### config.mk
export PLATFORM = sky130hd
export DESIGN_NAME = segment_table_allocate_and_check
export DESIGN_NICKNAME = d
export VERILOG_FILES = /design/src/rtl/sta_pkg.sv /design/src/rtl/sta_ram.sv /design/src/rtl/segment_table_allocate_and_check.sv
export SDC_FILE = /design/constraint.sdc
export NUM_CORES = 2
export LEC_CHECK = 0
export BUFFER_PORTS_ARGS = -buffer_cell sky130_fd_sc_hd__buf_4
export CAP_MARGIN = 20
export CORE_MARGIN = 4
export CORE_UTILIZATION = 30
export DETAILED_ROUTE_END_ITERATION = 12
export MAX_ROUTING_LAYER = met4
export PLACE_DENSITY_LB_ADDON = 0.2
export SLEW_MARGIN = 20
export SYNTH_ARGS = -nofsm -noshare
export SYNTH_HDL_FRONTEND = slang
export SYNTH_SLANG_ARGS = --single-unit
### constraint.sdc
create_clock -name clock -period 14.7 [get_ports clock]
set_input_delay 1.47 -clock clock [delete_from_list [all_inputs] [get_ports clock]]
set_output_delay 1.47 -clock clock [all_outputs]
set_load 0.005 [all_outputs]
### src/rtl/sta_pkg.sv
// Package: shared constants and types for the segment table allocator.
package sta_pkg;

   localparam int SEGMENTS_DEF  = 16;
   localparam int ADDR_BITS_DEF = 48;
   localparam int LEN_BITS      = 32;

   typedef enum logic [1:0] {
      OP_ALLOC_ANY = 2'd0,
      OP_ALLOC_AT  = 2'd1,
      OP_FREE      = 2'd2,
      OP_CHECK     = 2'd3
   } opcode_type;

   typedef enum logic [2:0] {
      ST_OK      = 3'd0,
      ST_OVERLAP = 3'd1,
      ST_NOSEG   = 3'd2,
      ST_BOUNDS  = 3'd3,
      ST_FULL    = 3'd4,
      ST_ZERO    = 3'd5,
      ST_NOROOM  = 3'd6
   } status_type;

   typedef enum logic [2:0] {
      S_IDLE  = 3'd0,
      S_READ  = 3'd1,
      S_SCAN  = 3'd2,
      S_DECIDE = 3'd3,
      S_WRITE = 3'd4,
      S_OUT   = 3'd5
   } state_type;

endpackage

### src/rtl/sta_ram.sv
// Generic single-port-write, single-port-read RAM with registered read data.
module sta_ram #(
   parameter int WIDTH = 8,
   parameter int DEPTH = 16
) (
   input  logic                     clock,
   input  logic                     wr_en,
   input  logic [$clog2(DEPTH)-1:0] wr_addr,
   input  logic [WIDTH-1:0]         wr_data,
   input  logic [$clog2(DEPTH)-1:0] rd_addr,
   output logic [WIDTH-1:0]         rd_data
);
   logic [WIDTH-1:0] mem [DEPTH];

   always_ff @(posedge clock) begin
      if (wr_en) begin
         mem[wr_addr] <= wr_data;
      end
      rd_data <= mem[rd_addr];
   end
endmodule

### src/rtl/segment_table_allocate_and_check.sv
// Top level: segment table with first-fit allocation, free and access check.
//
// Input channel req_*: one transaction per operation (opcode, address,
// length). Output channel rsp_*: exactly one result per operation (status,
// base, offset). Segment bases and sizes live in one RAM (registered read);
// valid marks sit in flip-flops cleared at reset, so the table is empty
// right after reset and no clearing pass is needed.
//
// Each operation that is not rejected up front is a scan over all SEGMENTS
// entries, one RAM read per cycle. Free, check and allocate-at take one
// pass; allocate-anywhere takes one pass per candidate base, at most
// SEGMENTS+1 passes, then a write state. Throughput is thus set by the
// table scan through the single RAM read port. Allocations rejected for
// zero size, a full table or no room at the requested base skip the scan.
// One operation is in flight at a time.
// The result waits in an output register; while rsp_tready is low the
// block holds it and takes no new request.
module segment_table_allocate_and_check
   import sta_pkg::*;
#(
   parameter int SEGMENTS  = SEGMENTS_DEF,
   parameter int ADDR_BITS = ADDR_BITS_DEF
) (
   input  logic clock,
   input  logic reset,
   input  logic req_tvalid,
   output logic req_tready,
   // fields from bit 0: address, length, zero fill to whole bytes
   input  logic [((ADDR_BITS+LEN_BITS+7)/8)*8-1:0] req_tdata,
   // fields: opcode
   input  logic [1:0] req_tuser,
   output logic rsp_tvalid,
   input  logic rsp_tready,
   // fields from bit 0: status, base_out, offset_out, zero fill
   output logic [((3+ADDR_BITS+LEN_BITS+7)/8)*8-1:0] rsp_tdata
);
   localparam int IW  = $clog2(SEGMENTS);
   localparam int CW  = $clog2(SEGMENTS+1);
   localparam int EW  = ADDR_BITS + LEN_BITS;
   localparam int RDW = ((3+ADDR_BITS+LEN_BITS+7)/8)*8;
   localparam int SW  = ((ADDR_BITS > LEN_BITS) ? ADDR_BITS : LEN_BITS) + 1;
   localparam logic [SW-1:0] TOP = SW'({ADDR_BITS{1'b1}});

   state_type state_ff, state_in;
   opcode_type op_ff, op_in;
   logic [ADDR_BITS-1:0] cur_ff, cur_in;
   logic [LEN_BITS-1:0]  len_ff, len_in;
   logic [SEGMENTS-1:0]  valid_ff, valid_in;
   logic [CW-1:0]        cnt_ff, cnt_in;
   logic [IW-1:0]        rd_idx_ff, rd_idx_in;   // index whose data arrives
   logic                 hit_ff, hit_in;
   logic [IW-1:0]        hidx_ff, hidx_in;
   logic [ADDR_BITS-1:0] hbase_ff, hbase_in;
   logic [LEN_BITS-1:0]  hsize_ff, hsize_in;
   logic [SW-1:0]        hend_ff, hend_in;       // base+size (one past last)
   logic [CW-1:0]        steps_ff, steps_in;
   logic [2:0]           st_ff, st_in;
   logic [ADDR_BITS-1:0] bout_ff, bout_in;
   logic [LEN_BITS-1:0]  oout_ff, oout_in;
   logic                 wr_en;
   logic [IW-1:0]        slot;
   logic                 full;
   logic [EW-1:0]        rd_data;
   logic [ADDR_BITS-1:0] e_base;
   logic [LEN_BITS-1:0]  e_size;
   logic [SW-1:0]        e_end, q_end;
   logic                 e_hit;

   sta_ram #(.WIDTH(EW), .DEPTH(SEGMENTS)) u_ram (
      .clock   (clock),
      .wr_en   (wr_en),
      .wr_addr (slot),
      .wr_data ({len_ff, cur_ff}),
      .rd_addr (cnt_ff[IW-1:0]),
      .rd_data (rd_data)
   );

   // lowest free slot
   always_comb begin
      slot = '0;
      full = 1'b1;
      for (int i = SEGMENTS-1; i >= 0; i--) begin
         if (!valid_ff[i]) begin
            slot = IW'(i);
            full = 1'b0;
         end
      end
   end

   assign e_base = rd_data[ADDR_BITS-1:0];
   assign e_size = rd_data[EW-1:ADDR_BITS];
   assign e_end  = SW'(e_base) + SW'(e_size);
   assign q_end  = SW'(cur_ff) + SW'(len_ff);

   // per-entry match for the current operation
   always_comb begin
      unique case (op_ff)
         OP_FREE:  e_hit = (e_base == cur_ff);
         OP_CHECK: e_hit = (cur_ff >= e_base) && (SW'(cur_ff) < e_end);
         default:  e_hit = (SW'(cur_ff) < e_end) && (q_end > SW'(e_base));
      endcase
      e_hit = e_hit && valid_ff[rd_idx_ff];
   end

   always_ff @(posedge clock) begin
      if (reset) begin
         state_ff <= S_IDLE;
         valid_ff <= '0;
      end else begin
         state_ff <= state_in;
         valid_ff <= valid_in;
      end
      op_ff <= op_in; cur_ff <= cur_in; len_ff <= len_in;
      cnt_ff <= cnt_in; rd_idx_ff <= rd_idx_in; hit_ff <= hit_in;
      hidx_ff <= hidx_in; hbase_ff <= hbase_in; hsize_ff <= hsize_in;
      hend_ff <= hend_in; steps_ff <= steps_in; st_ff <= st_in;
      bout_ff <= bout_in; oout_ff <= oout_in;
   end

   always_comb begin
      state_in = state_ff; op_in = op_ff; cur_in = cur_ff;
      len_in = len_ff; valid_in = valid_ff; cnt_in = cnt_ff;
      rd_idx_in = rd_idx_ff; hit_in = hit_ff; hidx_in = hidx_ff;
      hbase_in = hbase_ff; hsize_in = hsize_ff; hend_in = hend_ff;
      steps_in = steps_ff; st_in = st_ff; bout_in = bout_ff; oout_in = oout_ff;
      wr_en = 1'b0;
      req_tready = 1'b0;
      unique case (state_ff)
         S_IDLE: begin
            req_tready = 1'b1;
            if (req_tvalid) begin
               op_in   = opcode_type'(req_tuser);
               cur_in  = (opcode_type'(req_tuser) == OP_ALLOC_ANY) ? '0
                         : req_tdata[ADDR_BITS-1:0];
               len_in  = req_tdata[EW-1:ADDR_BITS];
               bout_in = '0; oout_in = '0; steps_in = '0; cnt_in = '0;
               hit_in  = 1'b0;
               state_in = S_READ;
               unique case (opcode_type'(req_tuser))
                  OP_ALLOC_ANY, OP_ALLOC_AT: begin
                     if (req_tdata[EW-1:ADDR_BITS] == '0) begin
                        st_in = ST_ZERO; state_in = S_OUT;
                     end else if (full) begin
                        st_in = ST_FULL; state_in = S_OUT;
                     end else if (opcode_type'(req_tuser) == OP_ALLOC_AT &&
                        SW'(req_tdata[ADDR_BITS-1:0]) +
                        SW'(req_tdata[EW-1:ADDR_BITS]) > TOP + 1'b1) begin
                        st_in = ST_NOROOM; state_in = S_OUT;
                     end
                  end
                  default: ;
               endcase
            end
         end
         S_READ: begin
            // issue read of entry 0; data returns next cycle
            rd_idx_in = cnt_ff[IW-1:0];
            cnt_in = cnt_ff + 1'b1;
            hit_in = 1'b0;
            state_in = S_SCAN;
         end
         S_SCAN: begin
            // pick lowest-based hit (free: first index, bases are unique)
            if (e_hit && (!hit_ff || e_base < hbase_ff)) begin
               hit_in = 1'b1; hidx_in = rd_idx_ff; hbase_in = e_base;
               hsize_in = e_size; hend_in = e_end;
            end
            rd_idx_in = cnt_ff[IW-1:0];
            if (rd_idx_ff == IW'(SEGMENTS-1)) begin
               state_in = S_DECIDE;
            end else begin
               cnt_in = cnt_ff + 1'b1;
            end
         end
         S_DECIDE: begin
            cnt_in = '0;
            state_in = S_OUT;
            unique case (op_ff)
               OP_FREE: begin
                  if (hit_ff) begin
                     valid_in[hidx_ff] = 1'b0; st_in = ST_OK;
                  end else begin
                     st_in = ST_NOSEG;
                  end
               end
               OP_CHECK: begin
                  if (!hit_ff) begin
                     st_in = ST_NOSEG;
                  end else begin
                     bout_in = hbase_ff;
                     oout_in = LEN_BITS'(cur_ff - hbase_ff);
                     st_in = ({1'b0, LEN_BITS'(cur_ff - hbase_ff)} +
                              {1'b0, len_ff} > {1'b0, hsize_ff})
                             ? ST_BOUNDS : ST_OK;
                  end
               end
               OP_ALLOC_AT: begin
                  if (hit_ff) st_in = ST_OVERLAP;
                  else state_in = S_WRITE;
               end
               default: begin
                  if (!hit_ff) begin
                     if (q_end > TOP + 1'b1) st_in = ST_NOROOM;
                     else state_in = S_WRITE;
                  end else if (hend_ff > TOP || steps_ff == CW'(SEGMENTS)) begin
                     st_in = ST_NOROOM;
                  end else begin
                     cur_in = hend_ff[ADDR_BITS-1:0];
                     steps_in = steps_ff + 1'b1;
                     state_in = S_READ;
                  end
               end
            endcase
         end
         S_WRITE: begin
            wr_en = 1'b1;
            valid_in[slot] = 1'b1;
            st_in = ST_OK;
            bout_in = cur_ff;
            state_in = S_OUT;
         end
         S_OUT: begin
            if (rsp_tready) state_in = S_IDLE;
         end
         default: state_in = S_IDLE;
      endcase
   end

   assign rsp_tvalid = (state_ff == S_OUT);
   assign rsp_tdata  = RDW'({oout_ff, bout_ff, st_ff});

   // a write only ever targets a free entry
   a_wr_free: assert property (@(posedge clock) disable iff (reset)
      wr_en |-> !valid_ff[slot]) else $error("write into a valid entry");
   // a request is never taken while a result is pending
   a_no_overlap: assert property (@(posedge clock) disable iff (reset)
      rsp_tvalid |-> !req_tready) else $error("request taken during response");
   // an allocation success marks exactly one more entry valid
   a_alloc_count: assert property (@(posedge clock) disable iff (reset)
      wr_en |=> $countones(valid_ff) == $countones($past(valid_ff)) + 1)
      else $error("valid count mismatch after allocation");
endmodule
Yosys cells after proc, flatten, opt, wreduce, memory -nomap -nowiden
Memory sizes are Yosys's and may differ from the RTL's. A register that Yosys moved wholly into a read port is not among the register bits.
Cells that the tools add are included.
W data, S select, Z words.
{ "word_totals": {"ff_bits": 332, "ramBits": 1280, "in_bits": 86, "output_inout_bits": 90, "elab_cells": 196, "mem_count": 1} }
{ "memory_table": {"columns": ["memory", "words", "width", "rd", "rd_clocked_by_memory_dff", "wr", "line", "rtl"], "rows": [
  ["u_ram.mem", 16, 80, 1, 1, 1, "sta_ram.sv:13", "logic [WIDTH-1:0] mem [DEPTH];"]
]} }
{ "classes": {"add_sub_neg": 7, "order_cmp": 13, "eq_ne": 27, "mux": 97, "bitwise": 3, "n_reduce_logical": 32} }
{ "op_table": {"columns": ["cell", "count"], "rows": [
  ["$mux W48", 8],
  ["$add A48 B32 Y49", 3],
  ["$pmux W48 S3", 1],
  ["$gt A49 B49 Y1 const B", 2],
  ["$mux W32", 3],
  ["$pmux W48 S2", 1],
  ["$mux W4", 16],
  ["$pmux W32 S2", 1],
  ["$mux W3", 18],
  ["$gt A49 B48 Y1", 1],
  ["$gt A49 B48 Y1 const B", 1],
  ["$lt A48 B49 Y1", 1],
  ["$eq A48 B48 Y1", 1],
  ["$ge A48 B48 Y1", 1],
  ["$lt A48 B48 Y1", 1],
  ["$add A32 B32 Y33", 1],
  ["$gt A33 B32 Y1", 1],
  ["$logic_not A32 Y1", 1],
  ["$mux W16", 2],
  ["$pmux W16 S2", 1],
  ["$sub A32 B32 Y32", 1],
  ["$mux W1", 27],
  ["$mux W5", 5],
  ["$pmux W5 S4", 1],
  ["43 further kinds", 80]
]} }

Depth between registers and ports, before layout
{ "depth": {"ltp_word": 22, "mapped_depth": 36, "depth_no_buf": 36} }

Modules after synthesis
A second synthesis with hierarchy kept.
{ "unflattened": {"cells_unflattened": 4985, "hier_area_um2": 76689.8} }
{ "by_module_without_submodules": {"columns": ["mod", "n_inst", "cells_per_inst", "area_each_um2", "seq_area_each_um2"], "rows": [
  ["sta_ram", 1, 2054, 49422.4, 40038.4],
  ["segment_table_allocate_and_check", 1, 2931, 27267.4, 9749.4]
]} }

Worst setup path before layout
No wires, ideal clock.
{ "synth_timing": {"kind": "reg2reg", "from": "register cur_ff[0]", "to": "register hit_ff (enable)", "setup_time_ns": 0.344, "arrival_ns": 14.939, "required_ns": 14.356, "setup_slack_ns": -0.582, "path_stages_with_launch": 23, "n_path_buf": 0, "synth_period_minus_slack_ns": 15.282, "path_cell_list": "edfxtp_1 -> ha_1 -> fa_1 -> a211oi_1 -> o21ai_1 -> a211oi_1 -> o31ai_2 -> a21oi_1 -> o21bai_1 -> a221oi_1 -> o21ai_0 -> xor2_1 -> ha_1 -> nand4_1 -> nor2_1 -> o21ai_0 -> a21o_1 -> a211oi_1 -> o21ai_0 -> nand2_1 -> o211ai_1 -> a221oi_1 -> or2_2"} }
{ "synth_via": {"elab_chain_cells": 8, "word_cells_on_any_way": 12, "cone_classes": "1 x add/sub; 3 x order compare; 2 x eq/ne; 1 x mux; 5 x reduce/logical"} }
{ "synth_rtl": {"columns": ["item", "line", "rtl"], "rows": [
  ["start, declared", "segment_table_allocate_and_check.sv:46", "logic [ADDR_BITS-1:0] cur_ff, cur_in;"],
  ["start signal, assigned", "segment_table_allocate_and_check.sv:113", "op_ff <= op_in; cur_ff <= cur_in; len_ff <= len_in;"],
  ["$add A48 B32 Y49", "segment_table_allocate_and_check.sv:93", "assign q_end = SW'(cur_ff) + SW'(len_ff);"],
  ["$gt A49 B48 Y1", "segment_table_allocate_and_check.sv:100", "default: e_hit = (SW'(cur_ff) < e_end) && (q_end > SW'(e_base));"],
  ["$logic_and A1 B1 Y1", "segment_table_allocate_and_check.sv:100", null],
  ["$pmux W1 S2 (*)", "segment_table_allocate_and_check.sv:97", "unique case (op_ff)"],
  ["$logic_and A1 B1 Y1 (*)", "segment_table_allocate_and_check.sv:102", "e_hit = e_hit && valid_ff[rd_idx_ff];"],
  ["$logic_and A1 B1 Y1 (*)", "segment_table_allocate_and_check.sv:164", "if (e_hit && (!hit_ff || e_base < hbase_ff)) begin"],
  ["$ne A2 B2 Y1 (no source line) (*)", null, null],
  ["$reduce_and A3 Y1 (no source line) (*)", null, null],
  ["end signal, assigned", "segment_table_allocate_and_check.sv:114", "cnt_ff <= cnt_in; rd_idx_ff <= rd_idx_in; hit_ff <= hit_in;"],
  ["end, declared", "segment_table_allocate_and_check.sv:51", "logic hit_ff, hit_in;"]
]} }
Mark *: on every way between the ends. The rest lies on a longest branch, timed or not.
A chain may end at the register's enable or synchronous reset.

Final worst setup path
{ "layout_timing": {"from": "register cur_ff[0]", "to": "register st_ff[1], data pin"} }
{ "layout_via": {"elab_chain_cells": 7} }
{ "layout_rtl": {"columns": ["item", "line", "rtl"], "rows": [
  ["$sub A32 B32 Y32", "segment_table_allocate_and_check.sv:192", "st_in = ({1'b0, LEN_BITS'(cur_ff - hbase_ff)} +"],
  ["$add A32 B32 Y33", "segment_table_allocate_and_check.sv:192", null],
  ["$gt A33 B32 Y1", "segment_table_allocate_and_check.sv:193", "{1'b0, len_ff} > {1'b0, hsize_ff})"],
  ["$mux W2", "segment_table_allocate_and_check.sv:194", "? ST_BOUNDS : ST_OK;"],
  ["$mux W2", "segment_table_allocate_and_check.sv:187", "if (!hit_ff) begin"],
  ["$pmux W3 S3", "segment_table_allocate_and_check.sv:178", "unique case (op_ff)"],
  ["$pmux W3 S3", "segment_table_allocate_and_check.sv:128", "unique case (state_ff)"],
  ["via st_in[1]", "segment_table_allocate_and_check.sv:57", "logic [2:0] st_ff, st_in;"],
  ["end signal, assigned", "segment_table_allocate_and_check.sv:116", "hend_ff <= hend_in; steps_ff <= steps_in; st_ff <= st_in;"],
  ["end, declared", "segment_table_allocate_and_check.sv:57", null]
]} }
The timed path passes the listed nets, and every way through them passes these cells.

==> metrics.md <==
| Metric | Value |
|---|---|
| Status | finished, final reports clean |
| Layout cells sized above 1 | 19.0% |
| CP Capture Type | flop |
| Static Leak | approximately 31 nW |
| Root Driver | clkbuf_16 |
| Distinct cells, synth | between 90 and 100 |
| Fill cell count | around 24,000 |
| Number of synthesis warnings | 0 |
| CP Data Required Time | between 15,000 and 20,000 ps |
| Cell taking the most area after synthesis | edfxtp_1 |
| Max Slew Vio Count | 0 |
| Share of the clock period used by the worst path | between 50% and 60% |
| Post-CTS Setup Bufs | 0 |
| Final Util | a little over a third |
| CTS sink cnt | roughly 1,700 |
| Switching portion of total power | 33.0% |
| Die height | roughly 500 um |
| Std-Cell Rows | ~190 |
| Met1 usage | 26.4% |
| Initial antenna violation count | 19 |
| EDFF count, synth | approximately 1,600 |
| Vias in the first global route | ~46,000 |
| Clock Skews | approximately 99 ps |
| Gate Count Post-Synth | 4,867 |
| Worst VDD drop | 0.168 mV |
| Hold buffers post-CTS | 0 |
| CTS tree | done |
| Clock Path Buffers | 3 |
| CP startpoint kind | flop |
| Crit path top cell by count | a21oi_1 |
| Gpl congestion | 0.889 |
| Vias | 45,400 |
| Post-synth top area share | about three fifths |
| Seq pwr share | around two fifths |
| Rel. slew slack | between 20% and 30% |
| Sequential area share after synthesis | 64.5% |
| Synth Register Bits | 1,691 |
| IO Pins | about 180 |
| Kind of critical path | reg -> reg |
| Mapped Area | approximately 77,000 sq um |
| Drt initial violations | ~4,300 |
| Post-synth ARST share | 0% |
| Max-cap violation count | 0 |
| Worst path max stage delay | 850 ps |
| Hold Crit Class | reg -> reg |
| Worst Path Arrival | a little over 9000 ps |
| Cts bufs inserted | about 190 |
| Area grow syn2layout | 15.4% |
| Routed wire length | 252,000 um |
| Antenna Nets Post-Route | 0 |
| M3 GR Usage | under 10% |
| Slowest-stage cell, CP | a211oi_1 |
| P_sw | between 5 and 6 mW |
| Post-cts resize count | 0 |
| Die Wd | roughly 520 um |
| Power Dens Cells | around 170 nW/um^2 |
| Pint | around 10 mW |
| Max frequency | 117 MHz |
| Clock share of power | 31.1% |
| First-pass GRT wire length | around 350,000 um |
| Tot Pwr | roughly 15 mW |
| Routed length per instance | approximately 29 um |
| Mean Syn Cell Area | between 15 and 20 sq um |
| PortBufs | between 150 and 200 |
| Fin. Hold Viols | 0 |
| Placement-stage cell area | approximately 83,000 sq um |
| Final instance area | just under 90,000 sq um |
| Met2 Usage GRT | 30.3% |
| Top Usage Layer GRT | met2 |
| Clock Latency Late Sink | 850 ps |
| Largest cells by area after synthesis | edfxtp_1 62%, mux4_2 12%, ha_1 6.3% |
| Starting Density | between 30% and 40% |
| Nets | roughly 5,600 |
| Remaining DRCs | 0 |
| Routed vias/inst | approximately 5.2 |
| GRT Overall Usage | roughly 19% |
| Core Box Area | between 200,000 and 300,000 sq um |
| RSZ-0062 raised after global routing | no |
| Largest net degree at the start of global routing | roughly 110 |
| Detailed Routing Iterations Pass 1 | 6 |
| Fin crit period | between 8000 and 9000 ps |
| Fin Hold WS | roughly 440 ps |
| Global route total overflow | 0 |
| Full die area | between 200,000 and 300,000 sq um |
| Setup TNS | 0 ps |
| Ys flop type | edfxtp_1 |
| Final Setup Violations | 0 |
| Comb pwr share | between 20% and 30% |
| Detail Placement HPWL | roughly 160,000 um |
| Peak fanout along the critical path | 19 |
| Measured slew at the worst slew-check pin | 1130 ps |
| Clock transition at path regs | ~60 ps |
| Htree depth | 4 |
synth_stat cells (all sizes together), types with 48 or more instances:
cell type,count
mux4,405
clkbuf,125
nand3,125
a21oi,225
nor2,156
ha,387
xor2,57
o21ai,200
and2,56
nand4,75
buf,48
a21o,126
dfxtp,99
nand2,301
inv,243
xnor2,120
edfxtp,1592
nor3,51
layer usage:
metal	up-vias	routed length (um)
li1	19800	-
met1	23900	114000
met2	1406	119000
met3	290	13300
met4	0	6250
met5	-	0
path summary, 6_finish.rpt:
check,start,end,slack [ps],depth (start not counted)
min,u_ram.rd_data[48],hsize_ff[0],440,0
min reg2reg,u_ram.rd_data[48],hsize_ff[0],440,0
max reg2reg,cur_ff[0],st_ff[1],6190,31
max,cur_ff[0],st_ff[1],6190,31
cell families after synthesis:
group	Yosys count	share of synthesized area, %
AOI/OAI and AO/OA	802	6.64
xor gates and xnor gates	177	2.01
adders and majority gates	392	6.41
buffers and inverters	417	2.18
DFF	1691	64.5
muxes	419	12.0
other	1	0.00486
and+or+nand+nor	968	6.22
registers in the layout, summed over array words and instances, names as in the netlist:
signal / flops
u_ram.mem: 1280
u_ram.rd_data: 80
hend_ff: 49
bout_ff: 48
cur_ff: 48
hbase_ff: 48
hsize_ff: 32
len_ff: 32
oout_ff: 32
valid_ff: 16
steps_ff: 5
cnt_ff: 4
hidx_ff: 4
rd_idx_ff: 4
st_ff: 3
state_ff: 3
op_ff: 2
hit_ff: 1
cell usage in the layout (no fill, tap or decap), types with 99 or more instances in the layout:
| master | instances |
|---|---|
| nand2_1 | 301 |
| ha_1 | 387 |
| o21ai_0 | 191 |
| nor2_1 | 154 |
| nand3_1 | 125 |
| buf_4 | 238 |
| clkbuf_16 | 185 |
| dfxtp_1 | 99 |
| edfxtp_1 | 1592 |
| inv_1 | 227 |
| a21oi_1 | 222 |
| a21o_1 | 125 |
| mux4_2 | 405 |
| xnor2_1 | 120 |
power groups by stage:
stage	clock, mW	combinational, mW	sequential [mW]
6_report	4.80	4.50	6.13
5_1_grt	5.12	4.96	6.15
4_1_cts	4.92	4.50	6.14
3_5_place_dp	0	4.47	6.24
3_3_place_gp	0	4.46	6.23
2_1_floorplan	0	3.08	5.98
critical path: cells and delay by family, from the launching register on:
family          cells  cell delay [ps]
compound gates     17             4600
xor+xnor            1              160
fa+ha+maj           4             1250
buf+inv             2              280
flops               1              630
simple gates        7             1260
area by class of cell:
type	instances	area [sq um]	area share (%)
antenna	6	15.0	0.0169
clock buffer	244	5070	5.69
clock inverter	107	1270	1.43
inverter	243	997	1.12
multi-input combinational	2763	25800	28.9
sequential	1691	49800	55.9
tap	3366	4210	4.73
timing repair buffer	245	1930	2.17
per-stage QoR:
| stage | instances | worst slack (ps) |
|---|---|---|
| CTS | 8659 | 6260 |
| detailed placement | 8308 | 6260 |
| finish | 8665 | 6190 |
| global placement | 8307 | 6250 |
| global route | 8664 | 5610 |
| floorplan | 4871 | 4180 |
Power figures use the tool's default switching activity.
